[src/hdl/longest_prefix_match_router_assert.svh]
// Assertion macros used by the route table datapath.
`ifndef LONGEST_PREFIX_MATCH_ROUTER_ASSERT_SVH
`define LONGEST_PREFIX_MATCH_ROUTER_ASSERT_SVH

// The consequent must hold in the same cycle as the antecedent.
`define LPM_ASSERT_IMPL(name, ante, cons, msg) \
  name: assert property (@(posedge clk) disable iff (!rst_n) (ante) |-> (cons)) \
    else $error(msg);

// The consequent must hold in the cycle after the antecedent.
`define LPM_ASSERT_NEXT(name, ante, cons, msg) \
  name: assert property (@(posedge clk) disable iff (!rst_n) (ante) |=> (cons)) \
    else $error(msg);

`endif

[src/hdl/lpm_pkg.sv]
// Package with the types, codes and constants of the longest prefix match router.
package lpm_pkg;

  // Default table depth and the number of output interfaces.
  localparam int TABLE_DEPTH_DEF = 64;
  localparam int IFACE_COUNT     = 16;
  localparam int MAX_LEN         = 32;

  // Item kinds.
  localparam logic ACT_ADD   = 1'b0;
  localparam logic ACT_ROUTE = 1'b1;

  // Result status codes.
  typedef enum logic [2:0] {
    ST_ADDED        = 3'd0,
    ST_FORWARDED    = 3'd1,
    ST_DROP_TTL     = 3'd2,
    ST_DROP_NOROUTE = 3'd3,
    ST_FULL         = 3'd4
  } lpm_status_t;

  // Input word.
  typedef struct packed {
    logic        action;
    logic [31:0] add_prefix;
    logic [5:0]  prefix_len;
    logic        hop_valid;
    logic [31:0] hop_addr;
    logic [3:0]  iface_index;
    logic [31:0] dest_addr;
    logic [7:0]  ttl_in;
  } lpm_in_t;

  // Result word.
  typedef struct packed {
    logic [2:0]  status;
    logic [3:0]  out_iface;
    logic [31:0] next_hop_out;
    logic [7:0]  ttl_out;
  } lpm_out_t;

  // One stored route.
  typedef struct packed {
    logic [31:0] prefix;
    logic [5:0]  length;
    logic        hop_valid;
    logic [31:0] hop;
    logic [3:0]  iface;
  } lpm_entry_t;

  // Controller states.
  typedef enum logic [1:0] {
    S_IDLE,
    S_SCAN,
    S_LAST,
    S_FINISH
  } lpm_state_t;

  // Commands from the controller to the datapath.
  typedef struct packed {
    logic accept;
    logic rd_en;
    logic out_load;
  } lpm_cmd_t;

  // Status from the datapath to the controller.
  typedef struct packed {
    logic need_scan;
    logic scan_last;
    logic out_free;
  } lpm_sts_t;

endpackage

[src/hdl/lpm_ctrl.sv]
// Controller state machine that sequences accept, table scan and result hand-off.
module lpm_ctrl (
  input  logic             clk,
  input  logic             rst_n,
  input  logic             in_valid,
  output logic             in_stall,
  output lpm_pkg::lpm_cmd_t cmd,
  input  lpm_pkg::lpm_sts_t sts
);

  lpm_pkg::lpm_state_t state_r;
  lpm_pkg::lpm_state_t state_nxt;

  // State register.
  always_ff @(posedge clk) begin
    if (!rst_n) begin
      state_r <= lpm_pkg::S_IDLE;
    end else begin
      state_r <= state_nxt;
    end
  end

  // Next state.
  always_comb begin
    state_nxt = state_r;
    unique case (state_r)
      lpm_pkg::S_IDLE: begin
        if (in_valid) begin
          state_nxt = sts.need_scan ? lpm_pkg::S_SCAN : lpm_pkg::S_FINISH;
        end
      end
      lpm_pkg::S_SCAN: begin
        if (sts.scan_last) begin
          state_nxt = lpm_pkg::S_LAST;
        end
      end
      lpm_pkg::S_LAST: begin
        state_nxt = lpm_pkg::S_FINISH;
      end
      lpm_pkg::S_FINISH: begin
        if (sts.out_free) begin
          state_nxt = lpm_pkg::S_IDLE;
        end
      end
      default: begin
        state_nxt = lpm_pkg::S_IDLE;
      end
    endcase
  end

  // Outputs.
  always_comb begin
    cmd      = '0;
    in_stall = 1'b1;
    unique case (state_r)
      lpm_pkg::S_IDLE: begin
        in_stall   = 1'b0;
        cmd.accept = in_valid;
      end
      lpm_pkg::S_SCAN: begin
        cmd.rd_en = 1'b1;
      end
      lpm_pkg::S_LAST: begin
        cmd.rd_en = 1'b0;
      end
      lpm_pkg::S_FINISH: begin
        cmd.out_load = sts.out_free;
      end
      default: begin
        cmd = '0;
      end
    endcase
    // No word is taken while reset is held.
    if (!rst_n) begin
      in_stall   = 1'b1;
      cmd.accept = 1'b0;
    end
  end

endmodule

[config.mk]
export PLATFORM = sky130hd
export DESIGN_NAME = lpm_ctrl
export DESIGN_NICKNAME = d
export VERILOG_FILES = /design/src/hdl/longest_prefix_match_router_assert.svh /design/src/hdl/lpm_pkg.sv /design/src/hdl/lpm_ctrl.sv
export SDC_FILE = /design/constraint.sdc
export NUM_CORES = 1
export LEC_CHECK = 0
export BUFFER_PORTS_ARGS = -buffer_cell sky130_fd_sc_hd__buf_2
export CORE_AREA = 2 2 39 41
export DETAILED_ROUTE_END_ITERATION = 12
export DIE_AREA = 0 0 41 43
export MAX_ROUTING_LAYER = met4
export SKIP_CTS_REPAIR_TIMING = 1
export SLEW_MARGIN = 40
export SYNTH_ARGS = -nofsm -noshare
export SYNTH_HDL_FRONTEND = slang
export SYNTH_SLANG_ARGS = --single-unit
export TNS_END_PERCENT = 10
[constraint.sdc]
create_clock -name clk -period 3.45 [get_ports clk]
set_input_delay 0.69 -clock clk [delete_from_list [all_inputs] [get_ports clk]]
set_output_delay 0.69 -clock clk [all_outputs]
set_load 0.02 [all_outputs]
==> metrics, run 1 <==
status=completed; Reg-to-Reg End=state_r[0]$_SDFFE_PN0P_; Tcrit/Tclk final=0.538; CTS root buf=clkbuf_4; unrepaired setup endpoints after global routing=no; clk sinks=2; Final Setup Violations=0; DIE AREA=1760 um2; die height=43 um; Port Buf Inserts=9; Pwr Density=718 nW/um2; Hold WS=0.498 ns; Tmin final=1.86 ns; Startpoint Class=flip-flop; routed wire length=~370 um; sequential area share after synthesis=0.205; Residual DRC=0; Mean Syn Cell Area=8.13 um2; Worst-Skew Late Latency=0.22 ns; H-tree levels=1; actual slew at the worst max-slew pin=0.486 ns; Final Instance Area=~280 um2; CP max FO=4; I/O Pins=10; clock-pin transition on the worst setup and hold timing paths=~0.030 ns; CTS tree=built; post-synthesis cell area=195 um2; syn nets=35; Site Rows=14; worst reg-to-reg setup slack=between 1.5 and 2 ns; clk buf depth=2; max-slew violation count=0; initial antenna violation count=0; Hold Path Cell Cnt=2; final core occ=0.204; fin nets=49; synthesis-to-layout area growth=44.9%; Crit path required time=2.76 ns; Initial DRC Count=3; Mapped Cells=24; placed cell areas=260 um2; Vias per Instance=3.58; reg-to-reg startpoint=state_r[1]$_SDFFE_PN0P_; pin count of the biggest net entering global routing=6; Final Hold Fails=0; share of cells above drive strength 1=0.333; Yosys Warn Count=0; ANT nets after route=0; Die Wd=41 um; Setup Skew=roughly 0.004 ns; # Max-Cap Violations=0; Largest regs=state_r (2); end of the worst hold path=state_r[1]$_SDFFE_PN0P_; global route overflow=0; worst relative slew slack=0.676; CTS buffer count=3; crit end category=output port; P_leak=0.156 nW; CP Data Arrival Time=1.17 ns; drt first pass iters=4; #FFs+latches synth=2; wire per inst=7.17 um; gr usage total=0.0554; vias in the first global route=between 150 and 200; core area=approximately 1400 um2; worst hold-check path type=flip-flop to flip-flop; Peak VDD IR=approximately 120 uV; worst hold start=state_r[1]$_SDFFE_PN0P_; Largest Register=state_r; library cells used by synthesis=11; Peak Freq=539 MHz; ant diodes=0; setup TNS=0 ns; via count=186; Setup CP Type=flip-flop to output port; initial core utilization=0.141; max FFs per register=2; first-pass GRT wire length=621 um; GPL Wtd Cong=0.740; R2R depth=4
-- through the flow --
| stage | cells | worst slack (ns) | total power, mW |
|---|---|---|---|
| floorplan | 24 | 1.60 | 0.127 |
| global placement | 49 | 1.64 | 0.155 |
| detailed placement | 49 | 1.65 | 0.156 |
| CTS | 52 | 1.56 | 0.210 |
| global route | 52 | 1.48 | 0.230 |
| finish | 52 | 1.59 | 0.203 |
-- worst max-delay path by stage --
stage               cells after the start  slack [ns]               startpoint     end
floorplan                               2        1.60                    rst_n  cmd[2]
global placement                        4        1.64                    rst_n  cmd[2]
detailed placement                      4        1.65                    rst_n  cmd[2]
CTS                                     5        1.56  state_r[0]$_SDFFE_PN0P_  cmd[2]
global route                            5        1.48  state_r[0]$_SDFFE_PN0P_  cmd[2]
finish                                  5        1.59  state_r[0]$_SDFFE_PN0P_  cmd[2]
-- cells in the final DEF, fill, tap and decap left out --
| cell | netlist | routed |
|---|---|---|
| a222oi_1 | 1 | 1 |
| and2_1 | 1 | 1 |
| buf_2 | 0 | 9 |
| clkbuf_4 | 0 | 3 |
| clkinv_1 | 1 | 1 |
| dfxtp_1 | 2 | 2 |
| ha_1 | 5 | 5 |
| inv_1 | 4 | 4 |
| mux2i_1 | 2 | 2 |
| nand2_1 | 3 | 3 |
| nor2_1 | 1 | 1 |
| nor2b_1 | 2 | 2 |
| o21ai_0 | 2 | 2 |
-- layer usage --
metal | vias to the layer above | track usage | wire (um)
met1 | 78 | 0.0605 | 175
met3 | 0 | 0.0314 | 29
met2 | 5 | 0.0719 | 168
met5 | - | - | 0
met4 | 0 | 0.0400 | 0
li1 | 103 | - | -
-- cells by family after synthesis --
family | count (synthesis) | synth area share
buffers and inverters | 5 | 0.0961
muxes | 2 | 0.103
AOI/OAI and AO/OA | 3 | 0.103
and+or+nand+nor | 7 | 0.173
adders and majority gates | 5 | 0.321
DFF | 2 | 0.205
-- cell type report --
type,instances,area (um2)
Multi-Input combinational cell,17,136
Inverter,5,18.8
Tap cell,16,20.0
Clock buffer,3,22.5
Sequential cell,2,40.0
Timing Repair Buffer,9,45.0
Fill cell,172,1100
-- power by group --
group | switching (mW) | internal, mW | total (mW)
combinational | 0.0603 | 0.0475 | 0.108
clock | 0.0120 | 0.0383 | 0.0502
sequential | 0.0112 | 0.0338 | 0.0450
-- worst max-delay path, stage by stage, from the launching register on --
cell and delay, ns:
dfxtp_1 0.37, inv_1 0.10, ha_1 0.22, nand2_1 0.07, nor2_1 0.04, buf_2 0.14
-- cells in the mapped netlist, drive strengths merged --
cell | n | share of area
nor2 | 1 | 0.019
nor2b | 2 | 0.064
mux2i | 2 | 0.10
clkinv | 1 | 0.019
a222oi | 1 | 0.051
and2 | 1 | 0.032
nand2 | 3 | 0.058
inv | 4 | 0.077
o21ai | 2 | 0.051
ha | 5 | 0.32
dfxtp | 2 | 0.21
Power figures use the tool's default switching activity.
==> inputs of run 2 (changes only) <==
==> constraint.sdc (replaced) <==
create_clock -name clk -period 1.7 [get_ports clk]
set_input_delay 0.34 -clock clk [delete_from_list [all_inputs] [get_ports clk]]
set_output_delay 0.34 -clock clk [all_outputs]
set_load 0.02 [all_outputs]
==> run 2 against run 1 <==
Compared with the run above: hold slack worse by 0.087 ns; global-route usage increased by 0.41 points; critical path type unchanged; largest power group unchanged; sequential share of layout area stayed put; highest routed layer is now met4.
==> metrics, run 2 (synthesis results as in run 1) <==
Worst-Skew Late Latency=0.23 ns; Final Hold Fails=0; DIE AREA=1760 um2; initial antenna violation count=0; Vias per Instance=3.58; via count=186; critical path, cell by cell=inv_1, ha_1, nand2_1, nor2_1, buf_2; total power=0.423 mW; most common library cell in the layout ignoring fill and taps=buf_2; Final Setup Violations=0; pin count of the biggest net entering global routing=6; Hold Path Cell Cnt=3; Pwr Density=1500 nW/um2; clk sinks=2; Peak Freq=661 MHz; end of the worst hold path=state_r[0]$_SDFFE_PN0P_; vias in the first global route=185; R2R depth=4; setup TNS=0 ns; Residual DRC=0; Initial DRC Count=2; initial core utilization=0.141; most frequent cells in the layout=buf_2 (9), ha_1 (5), inv_1 (4), nand2_1 (3), clkbuf_4 (3); synthesis-to-layout area growth=44.9%; CP Data Arrival Time=1.17 ns; CTS buffer count=3; CP max FO=4; Setup Skew=0.00171 ns; worst hold-check path type=input port to flip-flop; max FFs per register=2; Port Buf Inserts=9; Startpoint Class=flip-flop; I/O Pins=10; # Max-Cap Violations=0; Detailed Place HPWL=320 um; GPL Wtd Cong=0.706; gr usage total=0.0595; worst reg-to-reg setup slack=0.23 ns; Setup Slack @ Placement=roughly 0.22 ns; setup ws final=0.187 ns; status=completed; Peak VDD IR=about 240 uV; max incr delay on CP=0.37 ns; CTS tree=built; Setup CP Type=flip-flop to output port; fin nets=49; Final Instance Area=283 um2; worst hold start=rst_n; Reg-to-Reg End=state_r[1]$_SDFFE_PN0P_; clk buf depth=2; routed wire length=404 um; placed cell areas=260 um2; max-slew violation count=0; unrepaired setup endpoints after global routing=no; P_leak=0.156 nW; reg-to-reg startpoint=state_r[1]$_SDFFE_PN0P_; CTS root buf=clkbuf_4; ant diodes=0; global route overflow=0; core area=1380 um2; crit end category=output port; die height=43 um; Crit path required time=1.36 ns; Largest regs=state_r (2); clock-pin transition on the worst setup and hold timing paths=0.03 ns; drt first pass iters=4; wire per inst=7.77 um; Die Wd=41 um; Largest Register=state_r; H-tree levels=1; Slowest-stage cell, CP=dfxtp_1; worst relative slew slack=0.665; Tcrit/Tclk final=0.890; Site Rows=14; actual slew at the worst max-slew pin=0.502 ns; Tmin final=between 1.5 and 2 ns; share of cells above drive strength 1=0.333; first-pass GRT wire length=627 um; ANT nets after route=0
==> run 2: metrics by stage <==
| step | util | cells | hold WS [ns] |
|---|---|---|---|
| final | 0.204 | 52 | 0.411 |
| after global routing | 0.204 | 52 | 0.439 |
| after CTS | 0.204 | 52 | 0.409 |
| after detailed placement | 0.188 | 49 | 0.499 |
| after global placement | 0.188 | 49 | 0.484 |
| after floorplan | - | 24 | 0.468 |
==> run 2: worst max-delay path by stage <==
stage,start,to,slack [ns],depth (start not counted)
final,state_r[0]$_SDFFE_PN0P_,cmd[2],0.19,5
after global routing,state_r[1]$_SDFFE_PN0P_,state_r[0]$_SDFFE_PN0P_,0.09,4
after CTS,state_r[0]$_SDFFE_PN0P_,cmd[2],0.17,5
after detailed placement,state_r[1]$_SDFFE_PN0P_,state_r[1]$_SDFFE_PN0P_,0.22,4
after global placement,state_r[1]$_SDFFE_PN0P_,state_r[0]$_SDFFE_PN0P_,0.23,4
after floorplan,state_r[1]$_SDFFE_PN0P_,state_r[0]$_SDFFE_PN0P_,0.23,4
==> run 2: layout make-up <==
cell class	instances	area, um2
Sequential cell	2	40.0
Inverter	5	18.8
Multi-Input combinational cell	17	136
Fill cell	160	1100
Tap cell	16	20.0
Clock buffer	3	22.5
Timing Repair Buffer	9	45.0
==> run 2: critical path, delay by kind of cell, from the launching register on <==
family        cells  cell delay [ns]
fa+ha+maj         1             0.22
flops             1             0.37
simple gates      2             0.11
buf+inv           2             0.24
==> run 2: metal layers <==
metal | global-route usage | vias to the layer above | part of all wire
li1 | - | 100 | -
met1 | 0.0637 | 77 | 0.42
met2 | 0.0719 | 7 | 0.48
met3 | 0 | 2 | 0.062
met4 | 0.100 | 0 | 0.045
met5 | - | - | 0
==> run 2: where the power goes <==
group | total [mW] | switching, mW | internal [mW]
Combinational | 0.224 | 0.126 | 0.0987
Clock | 0.108 | 0.0302 | 0.0781
Sequential | 0.0906 | 0.0220 | 0.0685
==> inputs of run 3 (changes only) <==
--- a/config.mk
+++ b/config.mk
@@ -5,7 +5,7 @@
 export SDC_FILE = /design/constraint.sdc
 export NUM_CORES = 1
 export LEC_CHECK = 0
-export BUFFER_PORTS_ARGS = -buffer_cell sky130_fd_sc_hd__buf_2
+export BUFFER_PORTS_ARGS = -buffer_cell sky130_fd_sc_hd__buf_4
 export CORE_AREA = 2 2 39 41
 export DETAILED_ROUTE_END_ITERATION = 12
 export DIE_AREA = 0 0 41 43
==> run 3 against run 2 <==
Compared with the run above: setup slack gained 0.0074 ns; clock power shrank 5%; critical path type unchanged; global-route usage increased by 0.11 points; combinational power increased by 8%.
==> metrics, run 3 (synthesis results as in run 1) <==
GRT met2 Usage=0.0656; clk sinks=2; Pwr Density=about 1400 nW/um2; Tmin final=1.51 ns; Setup CP Type=flip-flop to output port; Final Setup Violations=0; I/O Pins=10; setup ws final=0.195 ns; CTS buffer count=3; status=completed; Cells after DPL=49; ant diodes=0; actual slew at the worst max-slew pin=0.525 ns; pin count of the biggest net entering global routing=6; Port Buf Inserts=9; routed wire length=387 um; internal power=0.262 mW; Sequential Power Share=0.204; critical path's top delay family=flip-flops; die height=roughly 43 um; core area=1380 um2; clock power share=0.237; clock-pin transition on the worst setup and hold timing paths=around 0.03 ns; P_leak=0.162 nW; placed cell areas=~280 um2; Startpoint Class=flip-flop; wire per inst=between 7 and 8 um; Die Wd=41 um; Hold WS=0.410 ns; Worst-Skew Late Latency=between 0.2 and 0.25 ns; met3 Use GR=0.0471; most frequent cells in the layout=buf_4 (9), ha_1 (5), inv_1 (4), nand2_1 (3), clkbuf_4 (3); setup TNS=0 ns; Slowest-stage cell, CP=dfxtp_1; via count=187; Peak VDD IR=between 300 and 400 uV; initial core utilization=0.141; max FFs per register=2; total power=between 0.4 and 0.5 mW; met1 Use GR=0.0735; drt first pass iters=4; Initial DRC Count=3; Crit path required time=1.36 ns; Sw Pwr=0.172 mW; max incr delay on CP=about 0.37 ns; unrepaired setup endpoints after global routing=no; worst hold-check path type=input port to flip-flop; H-tree levels=1; CTS root buf=clkbuf_4; Residual DRC=0; Peak Freq=664 MHz; max-slew violation count=0; CTS tree=built; Setup Skew=0.00359 ns; ANT nets after route=0; Detailed Place HPWL=between 300 and 400 um; synthesis-to-layout area growth=56.4%; Vias per Instance=3.60; CP max FO=4; Setup Slack @ Placement=0.208 ns; GPL Wtd Cong=0.738; vias in the first global route=170; worst relative slew slack=0.650; Filler Cell Count=162; most common library cell in the layout ignoring fill and taps=buf_4; global route overflow=0; Final Instance Area=between 300 and 400 um2; clk buf depth=2; CP Data Arrival Time=roughly 1.2 ns; final core occ=0.221; DIE AREA=1760 um2; switching share of power=0.397; combinational fraction of design power=0.558; fin nets=49; critical path, cell by cell=inv_1, ha_1, nand2_1, nor2_1, buf_4; Largest Register=state_r; gr usage total=0.0606; crit end category=output port; CP bufs+invs=2; Final Hold Fails=0; Tcrit/Tclk final=0.885; share of cells above drive strength 1=0.333; Top Usage Layer GRT=met1; Post-Layout Cell Count=52; first-pass GRT wire length=approximately 660 um; Largest regs=state_r (2); # Max-Cap Violations=0; initial antenna violation count=0; Site Rows=14
-- run 3: cell counts in the layout (fill, tap and decap cells not counted) --
Identical to the previous run, type by type.
-- run 3: final cells by class --
type                    instances  area, um2  area share
clock buffers                   3       22.5      0.0738
well taps                      16       20.0      0.0656
flip-flops and latches          2       40.0       0.131
multi-input cells              17        136       0.447
repair buffers                  9       67.6       0.221
inverters                       5       18.8      0.0615
-- run 3: power groups by stage --
stage          registers, mW  logic, mW  clock network (mW)
2_1_floorplan         0.0855      0.172                   0
3_3_place_gp          0.0895      0.247                   0
3_5_place_dp          0.0901      0.246                   0
4_1_cts               0.0894      0.249               0.109
5_1_grt               0.0930      0.283               0.111
6_report              0.0886      0.242               0.103
-- run 3: layer usage --
metal  vias up  share of wire
met5         -              0
met4         0              0
met3         0          0.075
met2         5           0.45
met1        82           0.47
li1        100              -
-- run 3: tightest hold or removal path: stages --
cell     delay, ns
buf_4         0.13
nand2_1       0.06
mux2i_1       0.05
-- run 3: path summary, 6_finish.rpt --
| path | slack, ns | endpoint | cells after the start | startpoint |
|---|---|---|---|---|
| worst max-delay path | 0.19 | cmd[2] | 5 | state_r[0]$_SDFFE_PN0P_ |
| worst min-delay path | 0.41 | state_r[0]$_SDFFE_PN0P_ | 3 | rst_n |
| worst max register to register | 0.23 | state_r[1]$_SDFFE_PN0P_ | 4 | state_r[1]$_SDFFE_PN0P_ |
| worst min register to register | 0.49 | state_r[1]$_SDFFE_PN0P_ | 2 | state_r[1]$_SDFFE_PN0P_ |
